File: src/rtl/core/rba_pkg.sv
// Shared constants, codes and control structs for the region bump allocator.
// Used by rba_slots, rba_bump and the top level region_bump_allocator_with_slots.
package rba_pkg;

	localparam int EP_SLOTS    = 64;
	localparam int NT_SLOTS    = 64;
	localparam int ALIGN_BYTES = 64;   // must be a power of two

	localparam int EP_IDX_W = (EP_SLOTS > 1) ? $clog2(EP_SLOTS) : 1;
	localparam int NT_IDX_W = (NT_SLOTS > 1) ? $clog2(NT_SLOTS) : 1;

	localparam int SIZE_W   = 32;
	localparam int OBJ_W    = 20;
	localparam int SLOT_W   = 6;
	localparam int STATUS_W = 3;
	localparam int CFG_IDX_W = 3;

	// result status codes
	localparam logic [STATUS_W-1:0] ST_OK      = 3'd0;
	localparam logic [STATUS_W-1:0] ST_INVALID = 3'd1;
	localparam logic [STATUS_W-1:0] ST_NO_SLOT = 3'd2;
	localparam logic [STATUS_W-1:0] ST_FULL    = 3'd3;
	localparam logic [STATUS_W-1:0] ST_EMPTY   = 3'd4;

	// request codes
	localparam logic ACT_ALLOC   = 1'b0;
	localparam logic ACT_DESTROY = 1'b1;

	localparam logic [1:0] OBJ_CNODE = 2'd0;
	localparam logic [1:0] OBJ_EP    = 2'd1;
	localparam logic [1:0] OBJ_NT    = 2'd2;

	// register indexes
	localparam logic [CFG_IDX_W-1:0] REG_KERNEL_SIZE = 3'd0;
	localparam logic [CFG_IDX_W-1:0] REG_ROOT_SIZE   = 3'd1;
	localparam logic [CFG_IDX_W-1:0] REG_CNODE_SIZE  = 3'd2;
	localparam logic [CFG_IDX_W-1:0] REG_EP_SIZE     = 3'd3;
	localparam logic [CFG_IDX_W-1:0] REG_NT_SIZE     = 3'd4;

	// slot table updates, applied at the commit edge
	typedef struct packed {
		logic claim_ep;
		logic claim_nt;
		logic owner;
		logic release_ep;
		logic release_nt;
	} rba_slot_cmd_t;

	// slot table lookups for the beat in the input register
	typedef struct packed {
		logic                ep_free_ok;
		logic [EP_IDX_W-1:0] ep_free_idx;
		logic                nt_free_ok;
		logic [NT_IDX_W-1:0] nt_free_idx;
		logic                ep_used;
		logic                ep_owner;
		logic                nt_used;
		logic                nt_owner;
	} rba_slot_info_t;

	// region updates, applied at the commit edge
	typedef struct packed {
		logic alloc;
		logic release_obj;
		logic owner;
	} rba_bump_upd_t;

	typedef struct packed {
		logic [SIZE_W-1:0] watermark;
		logic [SIZE_W-1:0] free_bytes;
		logic [SIZE_W-1:0] objects;
	} rba_stats_t;

endpackage

File: src/rtl/core/rba_slots.sv
// Endpoint and notification slot tables: used bitmaps, owner bits and
// lowest-free priority encoders. Depends on rba_pkg.
module rba_slots
	import rba_pkg::*;
(
	input  logic           clk,
	input  logic           arst_n,
	input  logic           commit,
	input  rba_slot_cmd_t  cmd,
	input  logic [SLOT_W-1:0] slot,
	output rba_slot_info_t info
);

	logic [EP_SLOTS-1:0] ep_used_q;
	logic [EP_SLOTS-1:0] ep_owner_q;
	logic [NT_SLOTS-1:0] nt_used_q;
	logic [NT_SLOTS-1:0] nt_owner_q;

	logic [EP_IDX_W-1:0] ep_sel;
	logic [NT_IDX_W-1:0] nt_sel;
	logic                ep_in_range;
	logic                nt_in_range;

	assign ep_sel      = EP_IDX_W'(slot);
	assign nt_sel      = NT_IDX_W'(slot);
	assign ep_in_range = int'(slot) < EP_SLOTS;
	assign nt_in_range = int'(slot) < NT_SLOTS;

	always_comb begin
		info = '0;
		// scan from the top so the lowest clear bit wins
		for (int i = EP_SLOTS - 1; i >= 0; i--) begin
			if (!ep_used_q[i]) begin
				info.ep_free_ok  = 1'b1;
				info.ep_free_idx = EP_IDX_W'(i);
			end
		end
		for (int i = NT_SLOTS - 1; i >= 0; i--) begin
			if (!nt_used_q[i]) begin
				info.nt_free_ok  = 1'b1;
				info.nt_free_idx = NT_IDX_W'(i);
			end
		end
		info.ep_used  = ep_in_range && ep_used_q[ep_sel];
		info.ep_owner = ep_owner_q[ep_sel];
		info.nt_used  = nt_in_range && nt_used_q[nt_sel];
		info.nt_owner = nt_owner_q[nt_sel];
	end

	always_ff @(posedge clk or negedge arst_n) begin
		if (!arst_n) begin
			ep_used_q  <= '0;
			ep_owner_q <= '0;
			nt_used_q  <= '0;
			nt_owner_q <= '0;
		end else if (commit) begin
			if (cmd.claim_ep) begin
				ep_used_q[info.ep_free_idx]  <= 1'b1;
				ep_owner_q[info.ep_free_idx] <= cmd.owner;
			end
			if (cmd.claim_nt) begin
				nt_used_q[info.nt_free_idx]  <= 1'b1;
				nt_owner_q[info.nt_free_idx] <= cmd.owner;
			end
			if (cmd.release_ep)
				ep_used_q[ep_sel] <= 1'b0;
			if (cmd.release_nt)
				nt_used_q[nt_sel] <= 1'b0;
		end
	end

endmodule

File: src/rtl/core/rba_bump.sv
// Region state: watermarks, live object counts, aligned bump and headroom check,
// and the per-region statistics. Depends on rba_pkg.
module rba_bump
	import rba_pkg::*;
(
	input  logic              clk,
	input  logic              arst_n,
	input  logic [SIZE_W-1:0] kernel_size,
	input  logic [SIZE_W-1:0] root_size,
	input  logic              region,
	input  logic [OBJ_W-1:0]  need,
	input  logic              stat_region,
	input  logic              commit,
	input  rba_bump_upd_t     upd,
	output logic              fit,
	output logic [SIZE_W-1:0] arena_offset,
	output rba_stats_t        stats
);

	localparam logic [SIZE_W:0] ALIGN_M1 = (SIZE_W+1)'(ALIGN_BYTES - 1);

	logic [SIZE_W-1:0] wm_q  [2];
	logic [SIZE_W-1:0] cnt_q [2];

	logic [SIZE_W-1:0] size_r;
	logic [SIZE_W-1:0] base_r;
	logic [SIZE_W:0]   start;
	logic [SIZE_W:0]   rem;
	logic [SIZE_W+1:0] left;     // bytes left after the object, MSB is the borrow
	logic [SIZE_W-1:0] wm_new;
	logic [SIZE_W-1:0] size_s;
	logic [SIZE_W-1:0] wm_s;
	logic [SIZE_W-1:0] cnt_nx [2];

	assign size_r = region ? root_size : kernel_size;
	assign base_r = region ? kernel_size : '0;

	// round up to the alignment in 33 bits so a top-of-space watermark cannot wrap
	assign start  = ({1'b0, wm_q[region]} + ALIGN_M1) & ~ALIGN_M1;
	assign rem    = {1'b0, size_r} - start;
	assign left   = {1'b0, rem} - (SIZE_W+2)'(need);
	assign fit    = (start < {1'b0, size_r}) && !left[SIZE_W+1];
	assign wm_new = SIZE_W'(start + (SIZE_W+1)'(need));
	assign arena_offset = base_r + start[SIZE_W-1:0];

	always_comb begin
		for (int i = 0; i < 2; i++) begin
			cnt_nx[i] = cnt_q[i];
			if (upd.alloc && (region == 1'(i)) && (cnt_q[i] != '1))
				cnt_nx[i] = cnt_q[i] + 1'b1;
			if (upd.release_obj && (upd.owner == 1'(i)) && (cnt_q[i] != '0))
				cnt_nx[i] = cnt_q[i] - 1'b1;
		end
	end

	assign size_s = stat_region ? root_size : kernel_size;
	assign wm_s   = wm_q[stat_region];

	always_comb begin
		stats.objects = cnt_nx[stat_region];
		if (upd.alloc) begin
			stats.watermark  = wm_new;
			stats.free_bytes = left[SIZE_W-1:0];
		end else begin
			stats.watermark  = wm_s;
			stats.free_bytes = (wm_s < size_s) ? (size_s - wm_s) : '0;
		end
	end

	always_ff @(posedge clk or negedge arst_n) begin
		if (!arst_n) begin
			wm_q[0]  <= '0;
			wm_q[1]  <= '0;
			cnt_q[0] <= '0;
			cnt_q[1] <= '0;
		end else if (commit) begin
			if (upd.alloc)
				wm_q[region] <= wm_new;
			cnt_q[0] <= cnt_nx[0];
			cnt_q[1] <= cnt_nx[1];
		end
	end

endmodule

File: src/rtl/core/region_bump_allocator_with_slots.sv
// Region bump allocator with endpoint and notification slot tables.
// An accepted input beat passes through the input register, then the result
// register, to its result beat; throughput one beat per cycle while the result
// side does not stall, set by the combinational decide-and-commit path between the two registers.
// Reset clears all region state, slot tables and configuration at once; no
// clearing pass. Depends on rba_pkg, rba_slots, rba_bump.
module region_bump_allocator_with_slots
	import rba_pkg::*;
(
	input  logic                 clk,
	input  logic                 arst_n,

	input  logic                 cfg_we,
	input  logic [CFG_IDX_W-1:0] cfg_addr,
	input  logic [SIZE_W-1:0]    cfg_wdata,

	input  logic                 s_axis_tvalid,
	output logic                 s_axis_tready,
	input  logic [7:0]           s_axis_tdata,   // [0] region, [6:1] slot, [7] zero
	input  logic [2:0]           s_axis_tuser,   // [0] action, [2:1] object_type

	output logic                 m_axis_tvalid,
	input  logic                 m_axis_tready,
	// [31:0] arena_offset, [37:32] slot_index, [69:38] region_watermark,
	// [101:70] region_free, [133:102] region_objects, [135:134] zero
	output logic [135:0]         m_axis_tdata,
	output logic [STATUS_W-1:0]  m_axis_tuser    // [2:0] status
);

	logic [SIZE_W-1:0] kernel_size_q;
	logic [SIZE_W-1:0] root_size_q;
	logic [OBJ_W-1:0]  cnode_size_q;
	logic [OBJ_W-1:0]  ep_size_q;
	logic [OBJ_W-1:0]  nt_size_q;

	logic              valid_s1;
	logic              action_s1;
	logic              region_s1;
	logic [1:0]        type_s1;
	logic [SLOT_W-1:0] slot_s1;

	logic              m_valid_q;
	logic [STATUS_W-1:0] status_q;
	logic [SIZE_W-1:0] offset_q;
	logic [SLOT_W-1:0] slot_q;
	rba_stats_t        stats_q;

	logic              advance;
	logic [OBJ_W-1:0]  need;
	rba_slot_info_t    sinfo;
	rba_slot_cmd_t     scmd;
	rba_bump_upd_t     bupd;
	logic              fit;
	logic [SIZE_W-1:0] offset_c;
	rba_stats_t        stats_c;
	logic              stat_region;
	logic [STATUS_W-1:0] status_c;
	logic [SLOT_W-1:0] slot_c;

	assign advance       = valid_s1 && (!m_valid_q || m_axis_tready);
	assign s_axis_tready = !valid_s1 || advance;

	always_ff @(posedge clk or negedge arst_n) begin
		if (!arst_n) begin
			kernel_size_q <= '0;
			root_size_q   <= '0;
			cnode_size_q  <= '0;
			ep_size_q     <= '0;
			nt_size_q     <= '0;
		end else if (cfg_we) begin
			unique case (cfg_addr)
				REG_KERNEL_SIZE: kernel_size_q <= cfg_wdata;
				REG_ROOT_SIZE:   root_size_q   <= cfg_wdata;
				REG_CNODE_SIZE:  cnode_size_q  <= cfg_wdata[OBJ_W-1:0];
				REG_EP_SIZE:     ep_size_q     <= cfg_wdata[OBJ_W-1:0];
				REG_NT_SIZE:     nt_size_q     <= cfg_wdata[OBJ_W-1:0];
				default: ;
			endcase
		end
	end

	// input register
	always_ff @(posedge clk or negedge arst_n) begin
		if (!arst_n)
			valid_s1 <= 1'b0;
		else if (s_axis_tready)
			valid_s1 <= s_axis_tvalid;
	end

	always_ff @(posedge clk) begin
		if (s_axis_tvalid && s_axis_tready) begin
			action_s1 <= s_axis_tuser[0];
			type_s1   <= s_axis_tuser[2:1];
			region_s1 <= s_axis_tdata[0];
			slot_s1   <= s_axis_tdata[6:1];
		end
	end

	always_comb begin
		case (type_s1)
			OBJ_CNODE: need = cnode_size_q;
			OBJ_EP:    need = ep_size_q;
			OBJ_NT:    need = nt_size_q;
			default:   need = '0;
		endcase
	end

	rba_slots u_slots (
		.clk    (clk),
		.arst_n (arst_n),
		.commit (advance),
		.cmd    (scmd),
		.slot   (slot_s1),
		.info   (sinfo)
	);

	rba_bump u_bump (
		.clk          (clk),
		.arst_n       (arst_n),
		.kernel_size  (kernel_size_q),
		.root_size    (root_size_q),
		.region       (region_s1),
		.need         (need),
		.stat_region  (stat_region),
		.commit       (advance),
		.upd          (bupd),
		.fit          (fit),
		.arena_offset (offset_c),
		.stats        (stats_c)
	);

	// decide status and the state updates for the beat in the input register
	always_comb begin
		status_c    = ST_OK;
		slot_c      = '0;
		stat_region = region_s1;
		scmd        = '0;
		scmd.owner  = region_s1;
		bupd        = '0;
		if (action_s1 == ACT_DESTROY) begin
			slot_c = slot_s1;
			case (type_s1)
				OBJ_EP: begin
					if (!sinfo.ep_used) begin
						status_c = ST_EMPTY;
					end else begin
						stat_region      = sinfo.ep_owner;
						scmd.release_ep  = 1'b1;
						bupd.release_obj = 1'b1;
						bupd.owner       = sinfo.ep_owner;
					end
				end
				OBJ_NT: begin
					if (!sinfo.nt_used) begin
						status_c = ST_EMPTY;
					end else begin
						stat_region      = sinfo.nt_owner;
						scmd.release_nt  = 1'b1;
						bupd.release_obj = 1'b1;
						bupd.owner       = sinfo.nt_owner;
					end
				end
				default: status_c = ST_INVALID;
			endcase
		end else if (need == '0) begin
			status_c = ST_INVALID;
		end else if ((type_s1 == OBJ_EP && !sinfo.ep_free_ok) ||
		             (type_s1 == OBJ_NT && !sinfo.nt_free_ok)) begin
			status_c = ST_NO_SLOT;
		end else if (!fit) begin
			status_c = ST_FULL;
		end else begin
			bupd.alloc    = 1'b1;
			scmd.claim_ep = (type_s1 == OBJ_EP);
			scmd.claim_nt = (type_s1 == OBJ_NT);
			if (type_s1 == OBJ_EP)
				slot_c = SLOT_W'(sinfo.ep_free_idx);
			else if (type_s1 == OBJ_NT)
				slot_c = SLOT_W'(sinfo.nt_free_idx);
		end
	end

	// result register; holds while the master side stalls
	always_ff @(posedge clk or negedge arst_n) begin
		if (!arst_n)
			m_valid_q <= 1'b0;
		else if (advance)
			m_valid_q <= 1'b1;
		else if (m_axis_tready)
			m_valid_q <= 1'b0;
	end

	always_ff @(posedge clk) begin
		if (advance) begin
			status_q <= status_c;
			offset_q <= bupd.alloc ? offset_c : '0;
			slot_q   <= slot_c;
			stats_q  <= stats_c;
		end
	end

	assign m_axis_tvalid = m_valid_q;
	assign m_axis_tuser  = status_q;
	assign m_axis_tdata  = {2'b00, stats_q.objects, stats_q.free_bytes,
	                        stats_q.watermark, slot_q, offset_q};

endmodule
File: config.mk
export PLATFORM = sky130hd
export DESIGN_NAME = region_bump_allocator_with_slots
export DESIGN_NICKNAME = d
export VERILOG_FILES = /design/src/rtl/core/rba_pkg.sv /design/src/rtl/core/rba_slots.sv /design/src/rtl/core/rba_bump.sv /design/src/rtl/core/region_bump_allocator_with_slots.sv
export SDC_FILE = /design/constraint.sdc
export NUM_CORES = 2
export LEC_CHECK = 0
export BUFFER_PORTS_ARGS = -buffer_cell sky130_fd_sc_hd__buf_4
export CORE_MARGIN = 1
export CORE_UTILIZATION = 40
export DETAILED_ROUTE_END_ITERATION = 8
export SYNTH_ARGS = -nofsm -noshare
export SYNTH_HDL_FRONTEND = slang
export SYNTH_SLANG_ARGS = --single-unit
File: constraint.sdc
create_clock -name clk -period 7.55 [get_ports clk]
set_input_delay 1.1325 -clock clk [delete_from_list [all_inputs] [get_ports clk]]
set_output_delay 1.1325 -clock clk [all_outputs]
set_load 0.03 [all_outputs]
# Yosys cells after proc, flatten, opt, wreduce, memory -nomap -nowiden
# Index checks and enable logic that the tools add are counted.
# classes
n_addsub	10
order_cmp	11
n_eq_ne	8
mux	208
n_bitwise	9
n_reduce_logical	39
# op_table
op	count
$mux W7	128
$mux W32	18
$mux W64	7
$bwmux W64	3
$and A64 B64 Y64	2
$or A64 B64 Y64	2
$add A32 B1 Y32 const B	2
$ne A32 B32 Y1 const B	2
$not A64 Y64	1
$reduce_bool A32 Y1	2
$sub A32 B1 Y32 const B	2
$pmux W20 S3	1
$mux W6	6
$sub A33 B20 Y34	1
$add A32 B6 Y33 const B	1
$lt A33 B32 Y1	1
$sub A32 B33 Y33	1
$add A32 B20 Y32	1
$add A32 B32 Y32	1
$demux W32 S1	1
$lt A32 B32 Y1	1
$sub A32 B32 Y32	1
$bmux W1 S6	4
$mux W2	11
other kinds (25)	85
# word_totals
register_bits	657
input_bits	51
out_inout_bits	141
word_cells	310

# Longest topological paths before layout
# depth
ltp_word	77
depth_mapped	32
mapped_depth_nobuf	26

# Modules after synthesis
# From an unflattened synthesis, not the netlist that was laid out.
# hier_totals
hier_cells	4235
hier_area_um2	41369.7
# by_module_without_submodules
mod	instances	cells_per_inst	area_per_inst_um2	seq_area_each_um2
rba_bump	1	2098	16419.5	3203.1
rba_slots	1	1495	14493.9	6406.1
region_bump_allocator_with_slots	1	642	10456.3	7567.3

# Worst setup path after synthesis
# Ideal clock, no wire load.
# synth_path
path_kind	flip-flop to flip-flop
startpoint	reg region_s1
endpoint	reg stats_q, in the netlist m_axis_tdata[82] (data pin)
setup_time_ns	0.271
arrival_time_ns	7.849
t_required_ns	7.279
slack_ns	-0.571
path_stages_with_launch	30
n_path_buf	11
synth_period_minus_slack_ns	8.121
cell_sequence	edfxtp_1 > buf_2 > clkbuf_1 > buf_1 > buf_2 > buf_1 > clkbuf_1 > clkbuf_1 > buf_1 > mux2_2 > ha_1 > nor2b_1 > o31a_1 > o21ai_0 > inv_1 > a21oi_1 > xnor2_1 > ha_1 > a21o_1 > a21o_1 > or3_1 > or2_2 > o211a_1 > a311oi_1 > o211ai_1 > o21ai_1 > buf_2 > buf_2 > buf_1 > o22ai_1
# synth_rtl
element	line	source
start, declared	region_bump_allocator_with_slots.sv:38	logic region_s1;
start signal, assigned	region_bump_allocator_with_slots.sv:94	region_s1 <= s_axis_tdata[0];
end signal, assigned	region_bump_allocator_with_slots.sv:198	stats_q <= stats_c;
end, declared	region_bump_allocator_with_slots.sv:46	rba_stats_t stats_q;

# Worst setup path in the final report
# layout_path
startpoint	reg region_s1
endpoint	reg u_slots.nt_owner_q[56]
# layout_between
elab_chain_cells	14
elab_cells_between_ends	17
classes_between	add/sub: 3; order compare: 1; mux: 9; bitwise: 1; reduce/logical: 3
# layout_rtl
element	line	source
$not A1 Y2 (not written as such)	rba_bump.sv:39	assign start = ({1'b0, wm_q[region]} + ALIGN_M1) & ~ALIGN_M1;
$mux W32 (not written as such) (3 in a row)	rba_bump.sv:39	
$add A32 B6 Y33	rba_bump.sv:39	
$sub A32 B33 Y33	rba_bump.sv:40	assign rem = {1'b0, size_r} - start;
$sub A33 B20 Y34	rba_bump.sv:41	assign left = {1'b0, rem} - (SIZE_W+2)'(need);
$logic_not A1 Y1	rba_bump.sv:42	assign fit = (start < {1'b0, size_r}) && !left[SIZE_W+1];
$logic_and A1 B1 Y1	rba_bump.sv:42	
$mux W2	region_bump_allocator_with_slots.sv:170	end else if (!fit) begin
$mux W2	region_bump_allocator_with_slots.sv:167	end else if ((type_s1 == OBJ_EP && !sinfo.ep_free_ok) ||
$mux W2	region_bump_allocator_with_slots.sv:165	end else if (need == '0) begin
$mux W2	region_bump_allocator_with_slots.sv:140	if (action_s1 == ACT_DESTROY) begin
$reduce_and A2 Y1 (no line)	n/a	
end signal, assigned by index	rba_slots.sv:63	nt_owner_q[info.nt_free_idx] <= cmd.owner;
end, declared	rba_slots.sv:17	logic [NT_SLOTS-1:0] nt_owner_q;
# Parallel ways exist; a longest one is shown, timed or not. The select of a mux whose other input is x is not followed.
# A chain may end at the register's enable or synchronous reset.

==> results.py <==
metrics = {
    "critical_path": {
        "r2r_slack_ps": 450,
        "worstPathArrival_ps": 7650,
        "critical_path_required_ps": 8090,
        "worst_setup_path_endpoint": "u_slots.nt_owner_q[56]$_DFFE_PN0P_",
        "critical_path.reg2reg.endpoint": "u_slots.nt_owner_q[56]$_DFFE_PN0P_",
        "timing.critical_path.from_type": "register",
        "timing.setup.critical_path_class": "register to register",
        "r2r-start": "region_s1$_DFFE_PP_",
        "critPathLaunch": "region_s1$_DFFE_PP_",
        "critical_path.endpoint_type": "register",
        "reg2reg_depth": 27,
        "maximum_fanout_encountered_on_the_critical_timing_path": 27,
    },
    "power": {
        "combinationalPowerShare": 0.452,
        "p_int_mw": 9.35,
        "p_clk_frac": 0.247,
        "power.share.switching": 0.393,
        "sequentialPowerShare": 0.301,
        "ir_drop_mv": 0.211,
        "p_per_area_nw_per_um2": 324,
        "totalPowerFinal_mw": 15.4,
        "p_leak_nw": 20.4,
        "switching_power_mw": 6.04,
    },
    "sta": {
        "min_period_over_period": 0.941,
        "fmaxAchievable_ghz": 0.141,
        "min_period_ps": 7100,
        "fin_worst_skew_ps": 35.2,
        "timing_max_transition_violations_final": 0,
        "rsz0062_at_grt": "false",
        "timing.final.ws_setup_ps": 446,
        "tightest_pin_transition_ps": 1280,
        "finalSetupViolations": 0,
        "final_hold_violations": 0,
        "slew_headroom": 0.146,
        "setup_total_negative_slack_ps": 0,
    },
    "route": {
        "drc": 0,
        "detailedRoute.firstPassIterationCount": 6,
        "avgViaCountPerCell": 5.91,
        "drt_antenna_net_count": 0,
        "via_count_of_the_routed_design": 33557,
        "routed_wl_um": 134000,
        "routed_wire_length_per_instance_um": 23.5,
        "dr.first_iter.drc_count": 3667,
    },
    "clock_network": {
        "clock_insertion_delay_worst_skew_ps": 680,
        "tritoncts.num_buffers": 77,
        "tritoncts_clock_tree": "yes",
        "cts_setup_buffers": 0,
        "clock_tree.htree_level_count": 3,
        "clock_path_buffers": 3,
        "worst_setup_hold_path_clk_slew_ps": 60,
        "num_clock_sinks": 657,
        "cts.root.buffer_cell": "sky130_fd_sc_hd__clkbuf_16",
    },
    "final_layout": {
        "layout.cells.most_common": "sky130_fd_sc_hd__dfrtp_1",
        "layout.cells.most_common_list": "510 x sky130_fd_sc_hd__dfrtp_1, 384 x sky130_fd_sc_hd__buf_4, 381 x sky130_fd_sc_hd__mux2_2, 315 x sky130_fd_sc_hd__nor2_1, 260 x sky130_fd_sc_hd__nand2_1",
        "layout.cell_area.non_filler_um2": 47500,
        "area_growth_syn_to_layout_pct": 16.6,
        "final_layout_size_suffix_gt1_frac": 0.237,
        "nNetsFinal": 4442,
        "fin_cells": 5680,
    },
    "global_routing": {
        "grt-ovfl-total": 0,
        "grtUsageTotal": 0.256,
        "antenna_found_initial": 4,
        "grt_pass1_wl_um": 202000,
        "grt_start_max_net_pins": 159,
        "first_global_vias": 32308,
    },
    "logic_synthesis": {
        "asyncSetResetFlopFracSynth": 0.776,
        "synth-seq-area-share": 0.421,
        "yosys.area.top_type_share": 0.313,
        "synth_area_per_inst_um2": 10.2,
        "synth.area.top_cells": "sky130_fd_sc_hd__dfrtp_1 31%, sky130_fd_sc_hd__edfxtp_1 11%, sky130_fd_sc_hd__mux2_2 11%, sky130_fd_sc_hd__ha_1 3.9%, sky130_fd_sc_hd__mux2i_1 2.9%",
        "postSynthRegisterBits": 657,
        "synth_top_area_cell": "sky130_fd_sc_hd__dfrtp_1",
        "synth.lib_cells_used.distinct": 97,
        "mappedNetlistArea_um2": 40800,
        "syn_inst": 4003,
        "yosys_warnings": 0,
        "synth-edff-count": 147,
        "yosys_most_used_dff": "sky130_fd_sc_hd__dfrtp_1",
    },
    "die": {
        "design.die.area_um2": 103000,
        "io-pin-count": 192,
        "initial_utilization": 0.405,
        "die_width_um": 321,
        "num_rows": 116,
        "die_h_um": 321,
        "core_region_area_um2": 101000,
    },
    "placement": {
        "numPlacedInstances": 5537,
        "detailed_place_hpwl_um": 95900,
        "numPortBuffers": 188,
        "place_worst_setup_slack_ps": -371,
        "place_congestion": 0.932,
        "dpl_cell_area_um2": 45000,
    },
    "flow_run": {
        "max_cap_violations": 0,
    },
    "min_path": {
        "min-delay-path-class": "primary input to async pin",
    },
    "run_status": {
        "status": "completed",
    },
}
-- metal layers --
| layer | up-vias | wire length [um] | global-route usage |
|---|---|---|---|
| met2 | 1318 | 57500 | 0.376 |
| met4 | 2 | 3820 | 0.0803 |
| met1 | 16657 | 61100 | 0.373 |
| met5 | - | 8 | 0 |
| li1 | 15350 | - | - |
| met3 | 230 | 11100 | 0.0550 |
-- layout make-up --
| type | instances | area (um2) |
|---|---|---|
| Fill cell | 9429 | 53000 |
| Multi-Input combinational cell | 2983 | 22300 |
| Sequential cell | 657 | 17200 |
| Timing Repair Buffer | 405 | 3290 |
| Clock buffer | 105 | 2110 |
| Tap cell | 1357 | 1700 |
| Inverter | 135 | 514 |
| Clock inverter | 35 | 414 |
| Antenna cell | 3 | 7.51 |
-- worst min path at each step --
stage / start / end / slack, ps / cells past startpoint
final: arst_n / nt_size_q[13]$_DFFE_PN0P_ / 440 / 1
after global routing: arst_n / ep_size_q[14]$_DFFE_PN0P_ / 480 / 1
after CTS: arst_n / ep_size_q[13]$_DFFE_PN0P_ / 440 / 1
after detailed placement: u_slots.ep_owner_q[40]$_DFFE_PN0P_ / u_slots.ep_owner_q[40]$_DFFE_PN0P_ / 490 / 1
after global placement: u_slots.nt_owner_q[62]$_DFFE_PN0P_ / u_slots.nt_owner_q[62]$_DFFE_PN0P_ / 480 / 1
after floorplan: u_bump.wm_q[1]$_DFFE_PN0P_ / u_bump.wm_q[1]$_DFFE_PN0P_ / 460 / 2
-- critical path, cell delays in order (launching register included) --
cell and delay [ps]:
sky130_fd_sc_hd__edfxtp_1 420, sky130_fd_sc_hd__buf_12 180, sky130_fd_sc_hd__mux2i_1 180, sky130_fd_sc_hd__nor4_4 570, sky130_fd_sc_hd__buf_4 220, sky130_fd_sc_hd__and3_1 250
sky130_fd_sc_hd__nand2_1 110, sky130_fd_sc_hd__nor2_1 260, sky130_fd_sc_hd__nand2_1 110, sky130_fd_sc_hd__xor2_1 160, sky130_fd_sc_hd__mux2i_2 290, sky130_fd_sc_hd__inv_1 80
sky130_fd_sc_hd__ha_1 450, sky130_fd_sc_hd__o21ai_0 120, sky130_fd_sc_hd__a21o_1 210, sky130_fd_sc_hd__a21o_1 200, sky130_fd_sc_hd__a211oi_1 200, sky130_fd_sc_hd__buf_4 180
sky130_fd_sc_hd__a21oi_1 90, sky130_fd_sc_hd__o21ai_0 350, sky130_fd_sc_hd__a21oi_1 170, sky130_fd_sc_hd__or3b_2 600, sky130_fd_sc_hd__a21oi_4 230, sky130_fd_sc_hd__buf_12 220
sky130_fd_sc_hd__nand2_1 70, sky130_fd_sc_hd__buf_4 200, sky130_fd_sc_hd__nor3_1 430, sky130_fd_sc_hd__mux2_2 390
-- registers in the layout, indices dropped and copies added (netlist names), 20 cells and up --
signal	cells
ep_size_q	20
m_axis_tdata	96
root_size_q	32
u_slots.ep_used_q	64
nt_size_q	20
u_slots.nt_owner_q	64
kernel_size_q	32
offset_q	32
u_slots.nt_used_q	64
u_bump.cnt_q	64
u_bump.wm_q	64
cnode_size_q	20
u_slots.ep_owner_q	64
-- synth_stat cells, drive strengths merged (11+ instances only) --
| library cell | instances |
|---|---|
| a21oi | 159 |
| ha | 127 |
| buf | 66 |
| and2 | 57 |
| a22oi | 16 |
| dfrtp | 510 |
| or2 | 34 |
| a211oi | 13 |
| a2bb2oi | 125 |
| mux2i | 120 |
| mux4 | 27 |
| xnor2 | 133 |
| xor2 | 129 |
| nor2 | 316 |
| o22ai | 38 |
| mux2 | 382 |
| nand3 | 95 |
| edfxtp | 147 |
| and3 | 53 |
| a222oi | 23 |
| o21a | 27 |
| a221oi | 20 |
| nor3 | 124 |
| inv | 134 |
| or3 | 45 |
| clkbuf | 163 |
| nor3b | 13 |
| o211ai | 16 |
| nand4 | 64 |
| or4 | 18 |
| a31oi | 32 |
| nor2b | 28 |
| a31o | 11 |
| a21o | 42 |
| a211o | 12 |
| and4 | 15 |
| a41oi | 15 |
| nand2b | 31 |
| nor4 | 30 |
| o21bai | 11 |
| o21ai | 152 |
| nand2 | 262 |
-- per-stage QoR --
stage                util  hold slack [ps]
finish              0.473              442
detailed placement  0.447              488
global route        0.473              485
CTS                 0.472              442
floorplan               -              462
global placement    0.447              483
-- kinds of logic after synthesis --
kind of cell,after synthesis,synth area share
buffers and inverters,364,0.0353
multiplexers,529,0.150
AND/OR/NAND/NOR,1231,0.152
flip-flops,657,0.421
other,1,0.0000920
XOR/XNOR,262,0.0563
AO/OA/AOI/OAI,827,0.144
adder cells (fa/ha/maj),132,0.0414
-- power by group through the flow --
stage	clock network, mW	registers [mW]	logic (mW)
floorplan	0	4.84	4.26
global placement	0	4.67	6.79
detailed placement	0	4.68	6.83
CTS	3.88	4.62	6.88
global route	4.01	4.69	7.54
finish	3.80	4.63	6.96
-- repair_timing --
| action | 4_1_cts | 5_1_grt |
|---|---|---|
| resized for setup | 1 | 7 |
| hold endpoints to repair | 0 | 0 |
| hold buffers | 0 | 0 |
| setup endpoints to repair | 327 | 469 |
| pin swaps | 0 | 1 |
No activity file was read; power rests on OpenSTA's default activity.
